<file path="config.mk">
export PLATFORM = sky130hd
export DESIGN_NAME = kfi_lane
export DESIGN_NICKNAME = d
export VERILOG_FILES = /design/src/rtl/kfi_pkg.sv /design/src/rtl/kfi_lane.sv
export SDC_FILE = /design/constraint.sdc
export NUM_CORES = 2
export LEC_CHECK = 0
export ABC_AREA = 1
export CORE_UTILIZATION = 55
export DETAILED_ROUTE_END_ITERATION = 7
export DONT_BUFFER_PORTS = 1
export PLACE_DENSITY = 0.79
export SETUP_SLACK_MARGIN = 0.5
export SLEW_MARGIN = 20
export SYNTH_ARGS = -nofsm -noshare
export SYNTH_HDL_FRONTEND = slang
export SYNTH_SLANG_ARGS = --single-unit
</file>
<file path="constraint.sdc">
create_clock -name clk_i -period 16.1 [get_ports clk_i]
set_input_delay 0.805 -clock clk_i [delete_from_list [all_inputs] [get_ports clk_i]]
set_output_delay 0.805 -clock clk_i [all_outputs]
set_load 0.005 [all_outputs]
</file>
<file path="src/rtl/kfi_pkg.sv">
// ----------------------------------------------------------------------------
// kfi_pkg
// Shared constants, codes and types of the keyframe interpolator.
// ----------------------------------------------------------------------------
`default_nettype none

package kfi_pkg;

  localparam int MAX_FRAMES = 16;
  localparam int CHANNELS   = 4;
  localparam int IDX_W      = $clog2(MAX_FRAMES);
  localparam int CNT_W      = $clog2(MAX_FRAMES + 1);
  localparam int VAL_W      = 32;
  localparam int WGT_W      = 17;
  localparam int STEP_W     = 6;

  localparam logic [15:0]       MIN_GAP_RESET  = 16'd655;
  localparam logic [WGT_W-1:0]  WEIGHT_ONE     = 17'h10000;
  localparam logic [STEP_W-1:0] DIV_FRAC_STEPS = 6'd16;
  localparam logic [STEP_W-1:0] DIV_FULL_STEPS = 6'd32;

  typedef enum logic [2:0] {
    CMD_TICK      = 3'd0,
    CMD_SET       = 3'd1,
    CMD_APPEND    = 3'd2,
    CMD_LOOP      = 3'd3,
    CMD_INTERRUPT = 3'd4
  } cmd_e;

  typedef enum logic [4:0] {
    ST_IDLE, ST_BANY, ST_SCAN, ST_GAP, ST_DROP, ST_SETL,
    ST_LADV_A, ST_LADV_B, ST_BL_S, ST_BL_E, ST_WGT, ST_DIV,
    ST_MUL, ST_MIX, ST_INT_WR, ST_APP0,
    ST_EL_LAST, ST_EL_FIRST, ST_EL_MAX, ST_EL_CHK, ST_EL_DIV,
    ST_EL_IDX, ST_EL_ADD, ST_FIN
  } state_e;

  typedef struct packed {
    logic [IDX_W-1:0] rd_idx;
    logic             wr_en;
    logic [IDX_W-1:0] wr_idx;
    logic             wr_cur;   // write current value instead of input value
    logic             ld_a;
    logic             ld_b;
    logic             mul_en;
    logic             cur_in;
    logic             cur_rd;
    logic             cur_mix;
  } lane_ctl_t;

  // logical frame index to slot of the circular table
  function automatic logic [IDX_W-1:0] kfi_phys(logic [IDX_W-1:0] b, logic [IDX_W-1:0] l);
    logic [IDX_W:0] s;
    s = {1'b0, b} + {1'b0, l};
    if (s >= (IDX_W+1)'(MAX_FRAMES)) s = s - (IDX_W+1)'(MAX_FRAMES);
    return s[IDX_W-1:0];
  endfunction

endpackage

`default_nettype wire

</file>
<file path="src/rtl/kfi_lane.sv">
// ----------------------------------------------------------------------------
// kfi_lane
// One channel: keyframe value store, blend multiply and current value.
// ----------------------------------------------------------------------------
`default_nettype none

module kfi_lane (
  input  wire logic                      clk_i,
  input  wire logic                      rst_ni,
  input  wire kfi_pkg::lane_ctl_t        ctl_i,
  input  wire logic [kfi_pkg::WGT_W-1:0] weight_i,
  input  wire logic [kfi_pkg::VAL_W-1:0] value_i,
  output logic      [kfi_pkg::VAL_W-1:0] cur_o
);
  import kfi_pkg::*;

  logic [VAL_W-1:0] vals_q [MAX_FRAMES];
  logic [VAL_W-1:0] rd, a_q, b_q, cur_q, cur_d;
  logic signed [VAL_W:0]   diff;
  logic signed [VAL_W+WGT_W+1:0] p_q;

  assign rd   = vals_q[ctl_i.rd_idx];
  assign diff = $signed({b_q[VAL_W-1], b_q}) - $signed({a_q[VAL_W-1], a_q});

  always_ff @(posedge clk_i) begin
    if (ctl_i.wr_en) vals_q[ctl_i.wr_idx] <= ctl_i.wr_cur ? cur_q : value_i;
    if (ctl_i.ld_a) a_q <= rd;
    if (ctl_i.ld_b) b_q <= rd;
    if (ctl_i.mul_en) p_q <= diff * $signed({1'b0, weight_i});
  end

  // blended offset rounds toward minus infinity: plain arithmetic shift
  always_comb begin
    cur_d = cur_q;
    if (ctl_i.cur_in)       cur_d = value_i;
    else if (ctl_i.cur_rd)  cur_d = rd;
    else if (ctl_i.cur_mix) cur_d = a_q + p_q[VAL_W+15:16];
  end

  always_ff @(posedge clk_i or negedge rst_ni) begin
    if (!rst_ni) cur_q <= '0;
    else         cur_q <= cur_d;
  end

  assign cur_o = cur_q;

endmodule

`default_nettype wire

</file>
==> metrics.md <==
| Metric | Value |
|---|---|
| Number of synthesized flops with an enable pin | 608 |
| Synth Area in Compound Gates | 9.16% |
| Layout Utilization | 59.5% |
| Wirelength per Cell | 22.0 µm |
| Top cells by area, synth | edfxtp_1 (38%), fa_1 (21%), inv_1 (7.9%) |
| Vias | 34900 |
| Synth cell types | 52 |
| Synth top area share | 37.9% |
| Fmax | 119 MHz |
| Antenna-violating nets left | 0 |
| WL met1 | 50500 µm |
| HP Class | in -> reg |
| Drt first pass iters | 7 |
| Synth Area in Adders | 25.9% |
| Final Skew | 0.0371 ns |
| Die Footprint | 0.0888 mm² |
| CP max FO | 13 |
| Die Ht | 298 µm |
| Worst path max stage delay | 0.65 ns |
| Finished Layout Cells | 6034 |
| # nets final | 5584 |
| Number of global-route vias before repair | 35600 |
| Ports | 99 |
| Routability cong. | 1.00 |
| Simple-gate area share of the yosys netlist | 11.8% |
| Final hold slack | 0.294 ns |
| Initial antenna violation count | 0 |
| Leading cell type in the layout, fill and taps excluded | inv_1 |
| Clock Tree Buf Depth | 3 |
| Sequential element share of the synthesized area | 39.5% |
| Worst Setup End Kind | flip-flop |
| Main combinational cell family by area after synthesis | adder cells |
| Mux cell area share after synthesis | 2.59% |
| Clock-pin slew on the worst setup and hold paths | 0.07 ns |
| Input/output buffers | 0 |
| RSZ-0062 raised after global routing | false |
| Warnings from Yosys | 0 |
| Area leader, netlist | edfxtp_1 |
| Critical path's most frequent cell | nand2_1 |
| Num CTS Buffers | 60 |
| Antenna cells | 0 |
| Post-layout min period | 8.40 ns |
| Synthesized net count | 5650 |
| Dpl cells | 5919 |
| Die width | 298 µm |
| # DRC | 0 |
| Main flop type after synthesis | edfxtp_1 |
| Most frequent cells in the layout | inv_1 (1018), nand2_1 (651), edfxtp_1 (608) |
| MaxCap Viol Count | 0 |
| Met3 routed WL | 13000 µm |
| DP HPWL | 94400 µm |
| Status | completed |
| P&R area growth vs syn | 7.01% |
| Initial Util | 55.6% |
| Global-route wire length before repair | 205000 µm |
| Core area | 0.0868 mm² |
| Num rows | 108 |
| Vias per Instance | 5.79 |
| Post-Synth XOR/XNOR Area | 1.31% |
| CP Launch Type | flip-flop |
| Routed WL | 133000 µm |
| Worst Max-Slew Pin Slew | 1.11 ns |
| Arrival @ worst endpoint | 8.82 ns |
| CTS tree | yes |
| Asr flop ratio synth | 5.00% |
| Root buffer cell | clkbuf_16 |
| Worst Path Required | 16.53 ns |
| Tcrit/Tclk final | 52.1% |
| Met2 wire length | 62800 µm |
| Final Hold Viols | 0 |
| Setup Fix Bufs, Post-CTS | 0 |
| DRT iter0 DRCs | 3529 |
| Final setup violating endpoints | 0 |
| GRT overflow | 0 |
| Slew HR | 25.5% |
| H-tree Lvls | 2 |
| All-Layer GR Usage | 30.3% |
| Synthesized instance count | 4894 |
| Top sig layer | met4 |
| Kind of critical path | reg -> reg |
| Setup tns final | 0 ns |
| Yosys reg bits | 640 |
| Share of cells above drive strength 1 | 5.19% |
| Largest net degree at the start of global routing | 393 |
| Cell Area, Synth | 0.0482 mm² |
| Slowest stage cell, crit path | fa_1 |
| Final Max Tran Viols | 0 |
| # clock sinks | 640 |
| Avg Cell Area, Syn | 9.85 µm² |
| Clk Latency, worst-skew pair | 0.65 ns |
[state kept, by name (all words and copies together) (netlist names)]
register	count
a_q	32
b_q	32
cur_o	32
p_q	32
vals_q	512
[final timing paths]
check                                      start                    end  slack, ns  cells past startpoint
setup / recovery                a_q[0]$_DFFE_PP_      p_q[46]$_DFFE_PP_       7.70                     34
hold / removal                          ctl_i[2]  cur_o[11]$_DFFE_PN0P_       0.29                      2
setup reg to reg                a_q[0]$_DFFE_PP_      p_q[46]$_DFFE_PP_       7.70                     34
hold reg to reg            cur_o[11]$_DFFE_PN0P_  cur_o[11]$_DFFE_PN0P_       0.55                      2
max in group asynchronous                 rst_ni   cur_o[0]$_DFFE_PN0P_      15.21                      2
min in group asynchronous                 rst_ni  cur_o[17]$_DFFE_PN0P_       0.64                      2
[stage by stage]
| stage | worst slack (ns) | cell area [µm²] |
|---|---|---|
| floorplan | 8.99 | 48200 |
| global placement | 7.75 | 49500 |
| detailed placement | 7.73 | 49500 |
| CTS | 7.71 | 51600 |
| global route | 7.27 | 51600 |
| finish | 7.70 | 51600 |
[worst max-delay path, delay by kind of cell (launching register included)]
kind	cells	cell delay [ns]
DFF	1	0.40
adders and majority gates	9	4.16
xor gates and xnor gates	1	0.28
and+or+nand+nor	16	2.46
buffers and inverters	7	0.74
AOI/OAI and AO/OA	1	0.14
[Yosys cell counts, types with 5 or more instances]
cell type / number
or2_2: 40
nor2_1: 458
clkinv_1: 5
nand2_1: 651
fa_1: 516
nand4_1: 11
edfxtp_1: 608
xnor2_1: 23
nand2_2: 8
xor2_1: 33
buf_1: 11
a21o_1: 23
o211ai_1: 145
a21oi_1: 250
nand3b_1: 7
o21ai_0: 279
ha_1: 173
dfrtp_1: 32
mux2i_1: 120
nor4_1: 7
inv_1: 1020
nor3_1: 10
inv_2: 5
clkbuf_1: 134
o21bai_1: 15
nand3_1: 183
o221ai_1: 9
o21a_1: 6
buf_2: 46
a31oi_1: 17
[area by class of cell]
class                      count  area [µm²]
clock buffer                  76        1580
clock inverter                37         487
fill                        7048       35200
inverter                    1030        3870
multi-input combinational   3030       24600
sequential                   640       19100
tap                         1155        1450
timing repair buffer          66         510
[logic make-up after synthesis]
| family | Yosys count |
|---|---|
| AOI/OAI and AO/OA | 765 |
| adders and majority gates | 689 |
| buffers and inverters | 1224 |
| DFF | 640 |
| muxes | 124 |
| xor gates and xnor gates | 64 |
| and+or+nand+nor | 1388 |
[routing by layer]
layer  GRT usage, %  up-vias
met1           40.4    17100
met4           12.5        0
li1               -    15500
met2           49.4     1918
met5              0        -
met3           4.92      378
[what timing repair did]
item,CTS,global route
hold endpoints to repair,32,0
hold buffers,2,0
resized for setup,0,0
Power is not shown: default switching activity piles up to over one toggle a cycle in this logic, so the estimate is an artifact.
