## config.mk

```make
export PLATFORM = sky130hd
export DESIGN_NAME = kfi_div
export DESIGN_NICKNAME = d
export VERILOG_FILES = /design/src/rtl/kfi_pkg.sv /design/src/rtl/kfi_div.sv
export SDC_FILE = /design/constraint.sdc
export NUM_CORES = 1
export LEC_CHECK = 0
export BUFFER_PORTS_ARGS = -buffer_cell sky130_fd_sc_hd__clkbuf_2
export CAP_MARGIN = 30
export CORE_MARGIN = 2
export CORE_UTILIZATION = 45
export DETAILED_ROUTE_END_ITERATION = 7
export PLACE_DENSITY = 0.68
export SETUP_SLACK_MARGIN = 0.2
export SLEW_MARGIN = 15
export SYNTH_ARGS = -nofsm -noshare
export SYNTH_HDL_FRONTEND = slang
export SYNTH_SLANG_ARGS = --single-unit
```

## constraint.sdc

```tcl
create_clock -name clk_i -period 3.8 [get_ports clk_i]
set_clock_uncertainty 0.15 [all_clocks]
set_input_delay 0.38 -clock clk_i [delete_from_list [all_inputs] [get_ports clk_i]]
set_output_delay 0.38 -clock clk_i [all_outputs]
set_load 0.02 [all_outputs]
```

## src/rtl/kfi_pkg.sv

```systemverilog
// ----------------------------------------------------------------------------
// kfi_pkg
// Shared constants, codes and types of the keyframe interpolator.
// ----------------------------------------------------------------------------
`default_nettype none

package kfi_pkg;

  localparam int MAX_FRAMES = 16;
  localparam int CHANNELS   = 4;
  localparam int IDX_W      = $clog2(MAX_FRAMES);
  localparam int CNT_W      = $clog2(MAX_FRAMES + 1);
  localparam int VAL_W      = 32;
  localparam int WGT_W      = 17;
  localparam int STEP_W     = 6;

  localparam logic [15:0]       MIN_GAP_RESET  = 16'd655;
  localparam logic [WGT_W-1:0]  WEIGHT_ONE     = 17'h10000;
  localparam logic [STEP_W-1:0] DIV_FRAC_STEPS = 6'd16;
  localparam logic [STEP_W-1:0] DIV_FULL_STEPS = 6'd32;

  typedef enum logic [2:0] {
    CMD_TICK      = 3'd0,
    CMD_SET       = 3'd1,
    CMD_APPEND    = 3'd2,
    CMD_LOOP      = 3'd3,
    CMD_INTERRUPT = 3'd4
  } cmd_e;

  typedef enum logic [4:0] {
    ST_IDLE, ST_BANY, ST_SCAN, ST_GAP, ST_DROP, ST_SETL,
    ST_LADV_A, ST_LADV_B, ST_BL_S, ST_BL_E, ST_WGT, ST_DIV,
    ST_MUL, ST_MIX, ST_INT_WR, ST_APP0,
    ST_EL_LAST, ST_EL_FIRST, ST_EL_MAX, ST_EL_CHK, ST_EL_DIV,
    ST_EL_IDX, ST_EL_ADD, ST_FIN
  } state_e;

  typedef struct packed {
    logic [IDX_W-1:0] rd_idx;
    logic             wr_en;
    logic [IDX_W-1:0] wr_idx;
    logic             wr_cur;   // write current value instead of input value
    logic             ld_a;
    logic             ld_b;
    logic             mul_en;
    logic             cur_in;
    logic             cur_rd;
    logic             cur_mix;
  } lane_ctl_t;

  // logical frame index to slot of the circular table
  function automatic logic [IDX_W-1:0] kfi_phys(logic [IDX_W-1:0] b, logic [IDX_W-1:0] l);
    logic [IDX_W:0] s;
    s = {1'b0, b} + {1'b0, l};
    if (s >= (IDX_W+1)'(MAX_FRAMES)) s = s - (IDX_W+1)'(MAX_FRAMES);
    return s[IDX_W-1:0];
  endfunction

endpackage

`default_nettype wire

```

## src/rtl/kfi_div.sv

```systemverilog
// ----------------------------------------------------------------------------
// kfi_div
// Restoring divider, one quotient bit per cycle, shared by blend and loop entry.
// ----------------------------------------------------------------------------
`default_nettype none

module kfi_div (
  input  wire logic                       clk_i,
  input  wire logic                       rst_ni,
  input  wire logic                       start_i,
  input  wire logic [31:0]                rem_init_i,
  input  wire logic [31:0]                dividend_i,
  input  wire logic [31:0]                divisor_i,
  input  wire logic [kfi_pkg::STEP_W-1:0] steps_i,
  output logic                            done_o,
  output logic [31:0]                     quot_o,
  output logic [31:0]                     rem_o
);
  import kfi_pkg::*;

  logic [31:0]       rem_q, rem_d, x_q, x_d, q_q, q_d, d_q, d_d;
  logic [STEP_W-1:0] cnt_q, cnt_d;
  logic              busy_q, busy_d, done_q, done_d;
  logic [32:0]       trial;

  always_comb begin
    rem_d  = rem_q;
    x_d    = x_q;
    q_d    = q_q;
    d_d    = d_q;
    cnt_d  = cnt_q;
    busy_d = busy_q;
    done_d = 1'b0;
    trial  = {rem_q, x_q[31]};
    if (start_i) begin
      rem_d  = rem_init_i;
      x_d    = dividend_i;
      d_d    = divisor_i;
      q_d    = '0;
      cnt_d  = steps_i;
      busy_d = 1'b1;
    end else if (busy_q) begin
      if (trial >= {1'b0, d_q}) begin
        rem_d = 32'(trial - {1'b0, d_q});
        q_d   = {q_q[30:0], 1'b1};
      end else begin
        rem_d = trial[31:0];
        q_d   = {q_q[30:0], 1'b0};
      end
      x_d   = {x_q[30:0], 1'b0};
      cnt_d = cnt_q - 1'b1;
      if (cnt_q == STEP_W'(1)) begin
        busy_d = 1'b0;
        done_d = 1'b1;
      end
    end
  end

  always_ff @(posedge clk_i or negedge rst_ni) begin
    if (!rst_ni) begin
      busy_q <= 1'b0;
      done_q <= 1'b0;
      cnt_q  <= '0;
    end else begin
      busy_q <= busy_d;
      done_q <= done_d;
      cnt_q  <= cnt_d;
    end
  end

  always_ff @(posedge clk_i) begin
    rem_q <= rem_d;
    x_q   <= x_d;
    q_q   <= q_d;
    d_q   <= d_d;
  end

  assign done_o = done_q;
  assign quot_o = q_q;
  assign rem_o  = rem_q;

endmodule

`default_nettype wire

```

==> run summary, run 1 <==
The post-detailed-route DRC marker count came out at 0. The distinct cell type count after synthesis came out at 59. The total placed instance area came out at 8468 sq um.

The die boundary height came out at 132.4 microns. Headroom to the max-slew limit came out at 0.5389. The element type at the critical path end is a flop. The footprint of the flip-flops and latches came out at 3725 sq um.

The power density normalized to cell area is 725.2 nW/um^2. The run finished with clean final reports. The clock tree buffer depth is 2. The final-report max-slew violation count is 0.

Counting every net in the synthesized netlist gives 837. The count of endpoints failing hold in the final timing report came out at 0. The worst register-to-register path ends at rem_o[15].

The remaining global-route overflow is 0. Setup violations remaining at the end of the flow were counted as 0. The switching fraction of total power is 0.3928.

The clock buffer count from CTS is 17. The minimum setup slack after placement came out at 0.3962 ns. The via count of the first global-routing pass is 5,971. The clock-pin slew on the worst setup and hold paths came out at 0.06 ns.

The leakage power came out at 0.004374 uW. Internal power comes to 4157 uW. The number of instances on the worst hold path is 3. The tightest min-delay check is of the input port to flop type. The number of antenna diodes came out at 0. In the post-synthesis netlist, the biggest area contributors are sky130_fd_sc_hd__edfxtp_1 39%, sky130_fd_sc_hd__dfxtp_1 8.6%, sky130_fd_sc_hd__ha_1 5.7%. The worst hold path begins at steps_i[5]. The critical path contains buffers and inverters numbering 2 combined. The commonest cells after synthesis are 96 x sky130_fd_sc_hd__edfxtp_1, 64 x sky130_fd_sc_hd__nor2_1, 58 x sky130_fd_sc_hd__nand2_1, 45 x sky130_fd_sc_hd__inv_1, 38 x sky130_fd_sc_hd__mux2i_1. Setup repair after global routing could not meet its margin everywhere. The final period demand of the worst path is 3.357 ns. Clock latency on the worst-skew pair, taken at its later pin, is 0.42 ns. The startpoint of the worst register-to-register path is rem_o[0]. Setup total negative slack on the finished layout was measured at 0 ns. The count of synthesis-stage warnings from yosys is 0.

The analysis attributes to net switching a power of 2689 uW. The actual slew at the worst max-slew pin came out at 0.6906 ns. After detailed placement, the design holds a cell count of 1,058. The pin count of the biggest net entering global routing came out at 86. The cell family contributing the most delay on the critical path is compound AO/OA/AOI/OAI gates. The synthesized design contains 136 register bits. Once layout is complete, the cells apart from fillers number 1,128. The endpoint arrival time on the critical path is 3.46 ns.

The critical path goes through ha_1 > nor2b_1 > o31a_1 > o311ai_1 > buf_4 > a211o_1 > a21oi_4 > o32ai_4 > buf_6 > or3b_1 > a2bb2oi_1. The CTS sink count came out at 136. The share of synthesized area in the top cell type comes to 0.3885. The max-capacitance violation count is 0. For this configuration, the core starts out at a cell density of 0.4638. The wire length of the first global-routing pass is 29,390 microns. TritonCTS built the clock tree. The worst setup slack for register-to-register paths is 0.44 ns.

The first-iteration detailed-routing DRC count came out at 287. The number of fill cells in the layout came out at 1,416. The required time at the worst-slack endpoint is 3.91 ns.

The total wire length after detailed routing came out at 18,080 microns. The synthesized design contains 96 enable-type register cells. The core region area is 16,000 sq um. The worst setup margin came out at 0.4428 ns. The type of the setup path with the least slack is flop to flop.

The largest single stage delay on the critical path is 0.47 ns. The netlist area before placement came out at 7421 sq um. Of the total power, registers draw 0.312.

The worst-path maximum fanout is 16. Using the TritonRoute via totals, the vias-per-cell ratio works out to 5.254. The final worst hold slack came out at 0.02650 ns. Summed over all instances, the cell type with the most area after synthesis is sky130_fd_sc_hd__edfxtp_1. The nature of the critical path startpoint is a flop.

170 I/O pins were placed. CTS placed an instance of sky130_fd_sc_hd__clkbuf_16 at the clock tree root. Counting flops with an async set or reset pin after synthesis yields a share of 0.05882.

The die covers 17,530 sq um. The fmax came out at 297.9 MHz. The number of nets in the finished design came out at 1,039. The number of antenna violations at the first check in global routing is 0. The largest individual stage delay along the critical path comes from the cell sky130_fd_sc_hd__edfxtp_1. The cell count after synthesis came out at 697. The first detailed-routing pass ran for 5 iterations. The clock share of power is 0.237. The synthesis-to-finish area growth came out at 27.21%.

Of the total power, combinational logic draws 0.451. The fraction of layout instances using a drive strength above 1 is 0.2818. The sink of the worst hold path is cnt_q[5].

The multi-input combinational cells in the finished layout cover a total of 3379 sq um. The share of the cycle needed by the critical path after routing is 0.8835. At the end of routability-driven placement, the weighted congestion stood at 0.8837. In the final routed layout, each cell accounts on average for 16.03 microns. The number of rows in the core area is 46. After routing the design area is 9440 sq um. The global-route usage over all layers came out at 0.2109. The die is 132.4 microns wide. The synthesized area per cell came out at 10.65 sq um.

The most instantiated library cell after synthesis is sky130_fd_sc_hd__edfxtp_1. The remaining antenna violation count after routing came out at 0. Among all flip-flop cells after synthesis, the most frequent one is sky130_fd_sc_hd__edfxtp_1. Buffers placed on the I/O ports in this run total 169. The post-DP HPWL came out at 12,600 microns.

Summing over every cut layer, the via total after detailed routing is 5,926. The number of H-tree levels came out at 4. Measured in cells, the most critical reg-to-reg path has a length of 11.

The worst-case IR drop observed on VDD is 0.4034 mV. For this run, the register share of the synthesized area comes to 0.5018.
## cell families after synthesis
family                     synth area share
adders and majority gates           0.06002
xor gates and xnor gates            0.02242
and+or+nand+nor                      0.1254
AOI/OAI and AO/OA                    0.1455
DFF                                  0.5018
muxes                               0.09981
buffers and inverters               0.04502
## layout make-up
class,instances,share of cell area
clock buffer,22,0.05288
clock inverter,10,0.008217
inverter,45,0.01789
multi-input combinational,483,0.3580
sequential,136,0.3946
tap,216,0.02863
timing repair buffer,216,0.1398
## state kept, by name (all words and copies together) (netlist names)
register  count
d_q          32
cnt_q         6
x_q          32
busy_q        1
done_o        1
rem_o        32
quot_o       32
## cells in the final DEF, fill, tap and decap left out, types with 4 or more instances in the layout
master,count
sky130_fd_sc_hd__a211oi_1,4
sky130_fd_sc_hd__a21boi_0,5
sky130_fd_sc_hd__a21o_1,15
sky130_fd_sc_hd__a21oi_1,34
sky130_fd_sc_hd__a221o_1,6
sky130_fd_sc_hd__a2bb2oi_1,6
sky130_fd_sc_hd__a31oi_1,16
sky130_fd_sc_hd__and2_1,5
sky130_fd_sc_hd__and3_1,8
sky130_fd_sc_hd__buf_4,9
sky130_fd_sc_hd__clkbuf_16,19
sky130_fd_sc_hd__clkbuf_2,170
sky130_fd_sc_hd__dfrtp_1,7
sky130_fd_sc_hd__dfxtp_1,32
sky130_fd_sc_hd__dlygate4sd3_1,36
sky130_fd_sc_hd__edfxtp_1,96
sky130_fd_sc_hd__ha_1,34
sky130_fd_sc_hd__inv_1,44
sky130_fd_sc_hd__inv_4,4
sky130_fd_sc_hd__inv_6,4
sky130_fd_sc_hd__mux2_2,32
sky130_fd_sc_hd__mux2i_1,38
sky130_fd_sc_hd__nand2_1,58
sky130_fd_sc_hd__nand3_1,24
sky130_fd_sc_hd__nand4_1,5
sky130_fd_sc_hd__nor2_1,64
sky130_fd_sc_hd__nor3_1,12
sky130_fd_sc_hd__nor4_1,5
sky130_fd_sc_hd__o21a_1,7
sky130_fd_sc_hd__o21ai_0,34
sky130_fd_sc_hd__or3_1,10
sky130_fd_sc_hd__xnor2_1,12
sky130_fd_sc_hd__xor2_1,7
## power by group through the flow
stage / Sequential, uW / Clock, uW / Combinational [uW]
after floorplan: 2350 / 0 / 2060
after global placement: 2150 / 0 / 2970
after detailed placement: 2160 / 0 / 2980
after CTS: 2140 / 1650 / 3030
after global routing: 2180 / 1710 / 3420
final: 2130 / 1620 / 3090
## worst register-to-register path, stage by stage (launching register included)
cell and delay, ns:
sky130_fd_sc_hd__edfxtp_1 0.47, sky130_fd_sc_hd__ha_1 0.34, sky130_fd_sc_hd__nor2b_1 0.17, sky130_fd_sc_hd__o31a_1 0.22, sky130_fd_sc_hd__o311ai_1 0.10, sky130_fd_sc_hd__buf_4 0.15
sky130_fd_sc_hd__a211o_1 0.39, sky130_fd_sc_hd__a21oi_4 0.23, sky130_fd_sc_hd__o32ai_4 0.19, sky130_fd_sc_hd__buf_6 0.21, sky130_fd_sc_hd__or3b_1 0.38, sky130_fd_sc_hd__a2bb2oi_1 0.20
## layer usage
layer,global-route usage,routed length [microns]
met5,0,0
met4,0.06093,215
met3,0.07701,1373
met2,0.3400,8356
met1,0.2673,8131
## per-stage QoR
step	total power, uW	utilization
finish	6846	0.5900
CTS	6814	0.5878
floorplan	4411	-
detailed placement	5143	0.5292
global route	7302	0.5900
global placement	5120	0.5292
## repair_timing
action	CTS	global route
buffers inserted	0	2
resized for setup	0	3
endpoints found under the hold margin	43	0
endpoints found under the setup margin	0	7
hold buffers	36	0
## worst max-delay path by stage
stage,to,cells after the start,start
after global routing,rem_o[1],11,rem_o[0]
after floorplan,rem_o[0],5,busy_q
after global placement,rem_o[24],12,x_q[31]
final,rem_o[15],11,rem_o[0]
after detailed placement,rem_o[24],12,x_q[31]
after CTS,rem_o[24],12,x_q[31]
(Power assumes the default switching activity.)
==> run 2, diff against run 1 <==
--- a/config.mk
+++ b/config.mk
@@ -7,7 +7,6 @@
 export LEC_CHECK = 0
 export BUFFER_PORTS_ARGS = -buffer_cell sky130_fd_sc_hd__clkbuf_2
 export CAP_MARGIN = 30
-export CORE_MARGIN = 2
 export CORE_UTILIZATION = 45
 export DETAILED_ROUTE_END_ITERATION = 7
 export PLACE_DENSITY = 0.68
==> constraint.sdc (replaced) <==
create_clock -name clk_i -period 4 [get_ports clk_i]
set_clock_uncertainty 0.15 [all_clocks]
set_input_delay 0.4 -clock clk_i [delete_from_list [all_inputs] [get_ports clk_i]]
set_output_delay 0.4 -clock clk_i [all_outputs]
set_load 0.02 [all_outputs]
==> run summary, run 2 (synthesis gave the netlist of run 1 again) <==
The final-report max-slew violation count is 0 (unchanged). The total power consumption of the routed design is 6501 uW (-5.0%). The end-of-flow core utilization came to 0.5866 (-0.003440).

The first-pass detailed-route iteration total is 4 (-1). The number of antenna violations at the first check in global routing came out at 0 (unchanged). The portion of total power attributed to sequential cells came out at 0.313 (about the same). The total setup violations reported at the end of the flow came to 0 (unchanged).

The total via count after detailed routing is 5,874 (-0.88%). The cell at the root of the clock tree is sky130_fd_sc_hd__clkbuf_16. The length of routed met2 wiring came out at 8205 microns (-1.8%).

TritonCTS built the clock tree. The internal cell power is 3926 uW (-5.5%). The number of antenna diodes is 0 (unchanged). The max-slew headroom at the worst pin came out at 0.5183 (-0.02060).

The post-route non-filler standard cell count was 1,122 (-0.53%). The starting density of the core was 0.4638 (unchanged). The proportion of power drawn by combinational gates was 0.443 (-0.008). The first-iteration detailed-routing DRC count is 384 (+34%).

The depth of the worst register-to-register path was 12 (+1). The clock-pin slew on the worst setup and hold paths came out at 0.06 ns (about the same). The worst setup path is launched from a flop. The fraction of layout instances using a drive strength above 1 came out at 0.2804 (-0.001445). The switching fraction of total power came out at 0.3961 (+0.003292). The net switching component of the power is 2575 uW (-4.2%). The via count of the first global-routing pass was 5,815 (-2.6%).

The required time at the worst-slack endpoint came out at 4.00 ns (+0.09 ns). Setup repair after global routing left no endpoint under its margin. The run finished with clean final reports. The worst setup slack for register-to-register paths is 0.49 ns (+0.05 ns). The peak supply drop came out at 0.3799 mV (-5.8%).

The endpoint arrival time on the critical path came to 3.51 ns (+0.05 ns). The number of top-level design ports came out at 170 (unchanged). The final period demand of the worst path is 3.508 ns (+0.1506 ns).

Relative to the synthesized area, the layout overhead comes to 26.47%. The remaining antenna violation count after routing was 0 (unchanged). The share of the cycle needed by the critical path after routing came to 0.8769 (-0.006522). The core region area is 16,000 sq um (unchanged). The global-route usage over all layers is 0.2150 (+0.004062). The wire length per cell is 15.76 microns (-1.7%). The width of the chip is 130.4 microns (-1.5%). The number of instances on the worst hold path came to 1 (-2).

The global placement routability congestion is 0.8613 (-2.5%). The wire length on met3 is 1182 microns (-14%). The type of the setup path with the least slack is flop to flop. The total wire length after detailed routing is 17,680 microns (-2.2%).

The post-DP HPWL is 12,390 microns (-1.6%). The area occupied by multi-input gates came out at 3363 sq um (-0.48%). The library cell used most frequently in the layout, excluding fill and tap cells, is sky130_fd_sc_hd__clkbuf_2. The power density normalized to cell area is 692.7 nW/um^2 (-4.5%). The class of the tightest hold or removal check is input port to flop. The worst-path maximum fanout came out at 5 (-11). The number of cells upsized or downsized after cts is 0 (unchanged).

The clock buffer count from CTS is 17 (unchanged). The leakage power came out at 0.004344 uW (-0.68%). The number of nets in the finished design is 1,033 (-0.58%). The wire length of the first global-routing pass is 28,070 microns (-4.5%). The number of fill cells in the layout came out at 1,423 (+0.49%). The number of hold buffers added after CTS is 32 (-11%). The summed negative setup slack over all endpoints is 0 ns (unchanged). The remaining global-route overflow came out at 0 (unchanged). The actual slew at the worst max-slew pin came out at 0.7215 ns (+0.03086 ns). The average vias per placed instance came to 5.235 (-0.35%). The max-capacitance violation count came to 0 (unchanged). In this run the critical register-to-register path is launched from x_q[31]. The worst hold path terminates at d_q[17]. In this run the top signal layer used is met4. The clock tree buffer depth came out at 2 (unchanged). The clock share of power is 0.244 (+0.007). The final worst hold slack came to 0.02263 ns (-0.003866 ns). The die boundary height came out at 130.4 microns (-1.5%). The CTS sink count was 136 (unchanged).

The element type at the critical path end is a flop. The latest clock arrival within the worst-skew pair is 0.42 ns (about the same). The die outline area is 17,010 sq um (-3.0%).

The number of buffers inserted by port buffering is 169 (unchanged). The post-detailed-route DRC marker count came out at 0 (unchanged). The number of rows in the core area was 46 (unchanged). The wire length the detailed router placed on met1 is 8059 microns (-0.89%). The library cells used most frequently in the layout, excluding fill and tap cells, are 168 x sky130_fd_sc_hd__clkbuf_2, 96 x sky130_fd_sc_hd__edfxtp_1, 64 x sky130_fd_sc_hd__nor2_1.

The footprint of the flip-flops and latches is 3725 sq um (unchanged). The count of placed standard cells including taps is 1,058 (unchanged). The buffer count from post-CTS setup fixing came out at 0 (unchanged). The count of endpoints failing hold in the final timing report came out at 0 (unchanged).

The number of H-tree levels came out at 4 (unchanged). The pin count of the biggest net entering global routing came to 57 (-34%). The fmax is 285.1 MHz (-4.3%). The endpoint identified for the worst register-to-register timing path is rem_o[24].

The worst hold path begins at divisor_i[17].
## run 2: cell type report
class | count | area share
sequential | 136 | 0.3969
multi-input combinational | 483 | 0.3584
timing repair buffer | 210 | 0.1330
clock buffer | 20 | 0.05213
tap | 216 | 0.02880
inverter | 45 | 0.01800
clock inverter | 12 | 0.01280
## run 2: worst max path at each step
stage,startpoint,end
3_3_place_gp,rem_o[21],rem_o[12]
2_1_floorplan,busy_q,rem_o[0]
3_5_place_dp,x_q[31],rem_o[24]
6_report,x_q[31],rem_o[24]
4_1_cts,x_q[31],rem_o[24]
5_1_grt,x_q[31],rem_o[24]
## run 2: critical path, stage by stage, from the launching register on
cell	delay [ns]
sky130_fd_sc_hd__edfxtp_1	0.35
sky130_fd_sc_hd__inv_1	0.08
sky130_fd_sc_hd__ha_1	0.16
sky130_fd_sc_hd__inv_1	0.05
sky130_fd_sc_hd__fa_1	0.43
sky130_fd_sc_hd__a211oi_1	0.30
sky130_fd_sc_hd__o21bai_1	0.16
sky130_fd_sc_hd__a21oi_1	0.26
sky130_fd_sc_hd__o211a_1	0.30
sky130_fd_sc_hd__a21oi_1	0.12
sky130_fd_sc_hd__a211oi_1	0.30
sky130_fd_sc_hd__nor4_1	0.09
sky130_fd_sc_hd__or3b_2	0.48
## run 2: power groups by stage
stage	clock, uW	combinational (uW)	sequential, uW
after floorplan	0	1950	2240
final	1580	2880	2040
after global routing	1680	3180	2070
after CTS	1620	2850	2040
after global placement	0	2790	2060
after detailed placement	0	2810	2070
## run 2: layer usage
layer  vias up  track usage
met3        19      0.07410
met4         0      0.06761
met2       168       0.3461
li1       2952            -
met5         -            0
met1      2735       0.2724
## run 2: stage by stage
stage / cell area [sq um] / setup WS (ns)
6_report: 9385 / 0.4922
2_1_floorplan: 7421 / 0.8235
5_1_grt: 9385 / 0.2806
4_1_cts: 9385 / 0.5540
3_5_place_dp: 8456 / 0.5952
3_3_place_gp: 8456 / 0.6741
==> run 3, diff against run 2 <==
--- a/config.mk
+++ b/config.mk
@@ -9,7 +9,7 @@
 export CAP_MARGIN = 30
 export CORE_UTILIZATION = 45
 export DETAILED_ROUTE_END_ITERATION = 7
-export PLACE_DENSITY = 0.68
+export PLACE_DENSITY = 0.72
 export SETUP_SLACK_MARGIN = 0.2
 export SLEW_MARGIN = 15
 export SYNTH_ARGS = -nofsm -noshare
==> run summary, run 3 (synthesis gave the netlist of run 1 again) <==
The clock-pin slew on the worst setup and hold paths came out at 0.06 ns (about the same). The latest clock arrival within the worst-skew pair is 0.42 ns (about the same). The fraction of layout instances using a drive strength above 1 was 0.2754 (-0.004911). The worst setup path is captured at a flop. The max-slew headroom at the worst pin is 0.4916 (-0.02673). The global placement routability congestion came out at 0.9330 (+8.3%). The first-pass detailed-route iteration total is 5 (+1). The critical path is of the flop to flop type. The actual slew at the worst max-slew pin is 0.7618 ns (+0.04031 ns). On the critical path, the stage with the largest delay is an instance of sky130_fd_sc_hd__o311ai_1. The minimum setup slack after placement came out at 0.4744 ns (-0.1208 ns). The total wire length after detailed routing was 17,870 microns (+1.1%). The nature of the critical path startpoint is a flop. The number of antenna diodes is 0 (unchanged). The min-delay analysis places its worst path in the category input port to flop.

The number of rows in the core area was 46 (unchanged). The final-report max-slew violation count came out at 0 (unchanged). The share of the cycle needed by the critical path after routing was 0.8864 (+0.009489).

The remaining antenna violation count after routing is 0 (unchanged). The wire length of the first global-routing pass came out at 28,250 microns (+0.64%). The max-capacitance violation count is 0 (unchanged). The first-iteration detailed-routing DRC count came to 414 (+7.8%). The final design instance area without fill came out at 9388 sq um (about the same). CTS placed an instance of sky130_fd_sc_hd__clkbuf_16 at the clock tree root.

The clock tree buffer depth came out at 2 (unchanged). The startpoint of the tightest hold check path is steps_i[4]. The wire length per cell was 15.95 microns (+1.2%). The global-route usage over all layers is 0.2182 (+0.003235). TritonCTS built the clock tree. The final period demand of the worst path is 3.546 ns (+0.03796 ns). The synthesis-to-finish area growth came to 26.50% (about the same).

The width of the chip was 130.4 microns (unchanged). The starting density of the core came to 0.4638 (unchanged). The total placed instance area is 8446 sq um (-0.12%). The average vias per placed instance is 5.372 (+2.6%).

The worst setup slack for register-to-register paths came out at 0.45 ns (-0.04 ns). The number of top-level design ports came out at 170 (unchanged). The total via count after detailed routing came out at 6,017 (+2.4%). The post-DP HPWL came out at 12,520 microns (+1.0%). The core region area is 16,000 sq um (unchanged). The number of H-tree levels is 4 (unchanged). The peak supply drop is 0.3883 mV (+2.2%). The final worst hold slack came out at 0.03444 ns (+0.01181 ns). The die boundary height came out at 130.4 microns (unchanged). The run finished with clean final reports. Setup repair after global routing left no endpoint under its margin.

The pin count of the biggest net entering global routing is 61 (+7.0%). The endpoint arrival time on the critical path is 3.55 ns (+0.04 ns). The die outline area was 17,010 sq um (unchanged). The total power consumption of the routed design was 6562 uW (+0.94%).

The buffer and inverter count on the worst path came to 0 (-2). The post-detailed-route DRC marker count came out at 0 (unchanged). Traced cell by cell, the critical path runs through ha_1 > nor2b_1 > o31a_1 > o311ai_1 > a211o_1 > a21oi_4 > o32ai_4 > nor2_1 > a221o_1. In this run the critical register-to-register path is launched from rem_o[0].

The highest cell delay on the worst timing path is 0.47 ns (about the same). The fmax came to 282.0 MHz (-1.1%). The via count of the first global-routing pass came out at 5,815 (unchanged). Broken down by cell family, the worst path's largest delay share belongs to compound AO/OA/AOI/OAI gates. The number of fill cells in the layout was 1,421 (-0.14%).

In this run the worst setup path begins at rem_o[0]. The clock buffer count from CTS came out at 17 (unchanged). The power density normalized to cell area came out at 699.0 nW/um^2 (+0.91%). The total setup violations reported at the end of the flow is 0 (unchanged). The worst-path maximum fanout is 9 (+4). The CTS sink count is 136 (unchanged).

The library cells used most frequently in the layout, excluding fill and tap cells, are 168 x sky130_fd_sc_hd__clkbuf_2, 96 x sky130_fd_sc_hd__edfxtp_1, 64 x sky130_fd_sc_hd__nor2_1. The number of buffers inserted by port buffering was 169 (unchanged). The count of endpoints failing hold in the final timing report came to 0 (unchanged). The remaining global-route overflow is 0 (unchanged).

The leakage power came to 0.004332 uW (-0.28%). The summed negative setup slack over all endpoints is 0 ns (unchanged). The worst setup margin was 0.4543 ns (-0.03796 ns).

Leaving out fill and tap cells, the most frequent cell in the layout is sky130_fd_sc_hd__clkbuf_2. The number of nets in the finished design is 1,031 (-0.19%). The required time at the worst-slack endpoint came out at 4.01 ns (about the same). The number of antenna violations at the first check in global routing is 0 (unchanged).
run 3: cell count changes in the layout (fill, tap and decap cells not counted):
cell	previous run	this run
sky130_fd_sc_hd__bufinv_16	0	3
sky130_fd_sc_hd__clkinvlp_4	0	1
sky130_fd_sc_hd__buf_12	1	2
sky130_fd_sc_hd__clkbuf_8	1	0
sky130_fd_sc_hd__clkinv_4	4	0
sky130_fd_sc_hd__clkbuf_16	19	17
sky130_fd_sc_hd__inv_8	6	1
sky130_fd_sc_hd__clkinv_1	0	2
sky130_fd_sc_hd__inv_6	2	8
sky130_fd_sc_hd__buf_4	9	5
sky130_fd_sc_hd__dlygate4sd3_1	32	33
run 3: path summary, 6_finish.rpt:
kind,end,depth (start not counted)
max in group asynchronous,busy_q,2
hold reg to reg,quot_o[31],2
setup / recovery,rem_o[16],9
setup reg to reg,rem_o[16],9
min in group asynchronous,done_o,2
hold / removal,cnt_q[4],3
run 3: repair_timing:
item                      CTS  global route
resized for setup           0             0
hold buffers               33             0
setup buffers               0             0
hold endpoints to repair   40             0
run 3: stage by stage:
step / instances / utilization
2_1_floorplan: 697 / -
3_3_place_gp: 1055 / 0.5278
3_5_place_dp: 1055 / 0.5278
4_1_cts: 1120 / 0.5867
5_1_grt: 1120 / 0.5867
6_report: 1120 / 0.5867
run 3: final cells by class:
type / instances / area (sq um) / share of cell area
clock buffer: 17 / 425.4 / 0.04532
multi-input combinational: 483 / 3363 / 0.3583
tap: 216 / 270.3 / 0.02879
inverter: 45 / 168.9 / 0.01799
clock inverter: 15 / 186.4 / 0.01986
sequential: 136 / 3725 / 0.3968
timing repair buffer: 208 / 1249 / 0.1330
run 3: layer usage:
metal / track usage / part of all wire / vias to the layer above
met4: 0.07708 / 0.020 / 0
met2: 0.3611 / 0.46 / 223
met5: 0 / 0 / -
met1: 0.2685 / 0.44 / 2808
li1: - / - / 2958
met3: 0.06963 / 0.082 / 28
run 3: power breakdown:
group	leakage [uW]	internal, uW	switching [uW]	total (uW)
combinational	0.00269	1170	1730	2900
clock	0.000297	996	648	1640
sequential	0.00134	1840	180	2020
run 3: worst reg2reg max path, cell delays in order, from the launching register on:
cell	delay, ns
sky130_fd_sc_hd__edfxtp_1	0.46
sky130_fd_sc_hd__ha_1	0.35
sky130_fd_sc_hd__nor2b_1	0.14
sky130_fd_sc_hd__o31a_1	0.28
sky130_fd_sc_hd__o311ai_1	0.47
sky130_fd_sc_hd__a211o_1	0.33
sky130_fd_sc_hd__a21oi_4	0.10
sky130_fd_sc_hd__o32ai_4	0.33
sky130_fd_sc_hd__nor2_1	0.26
sky130_fd_sc_hd__a221o_1	0.40
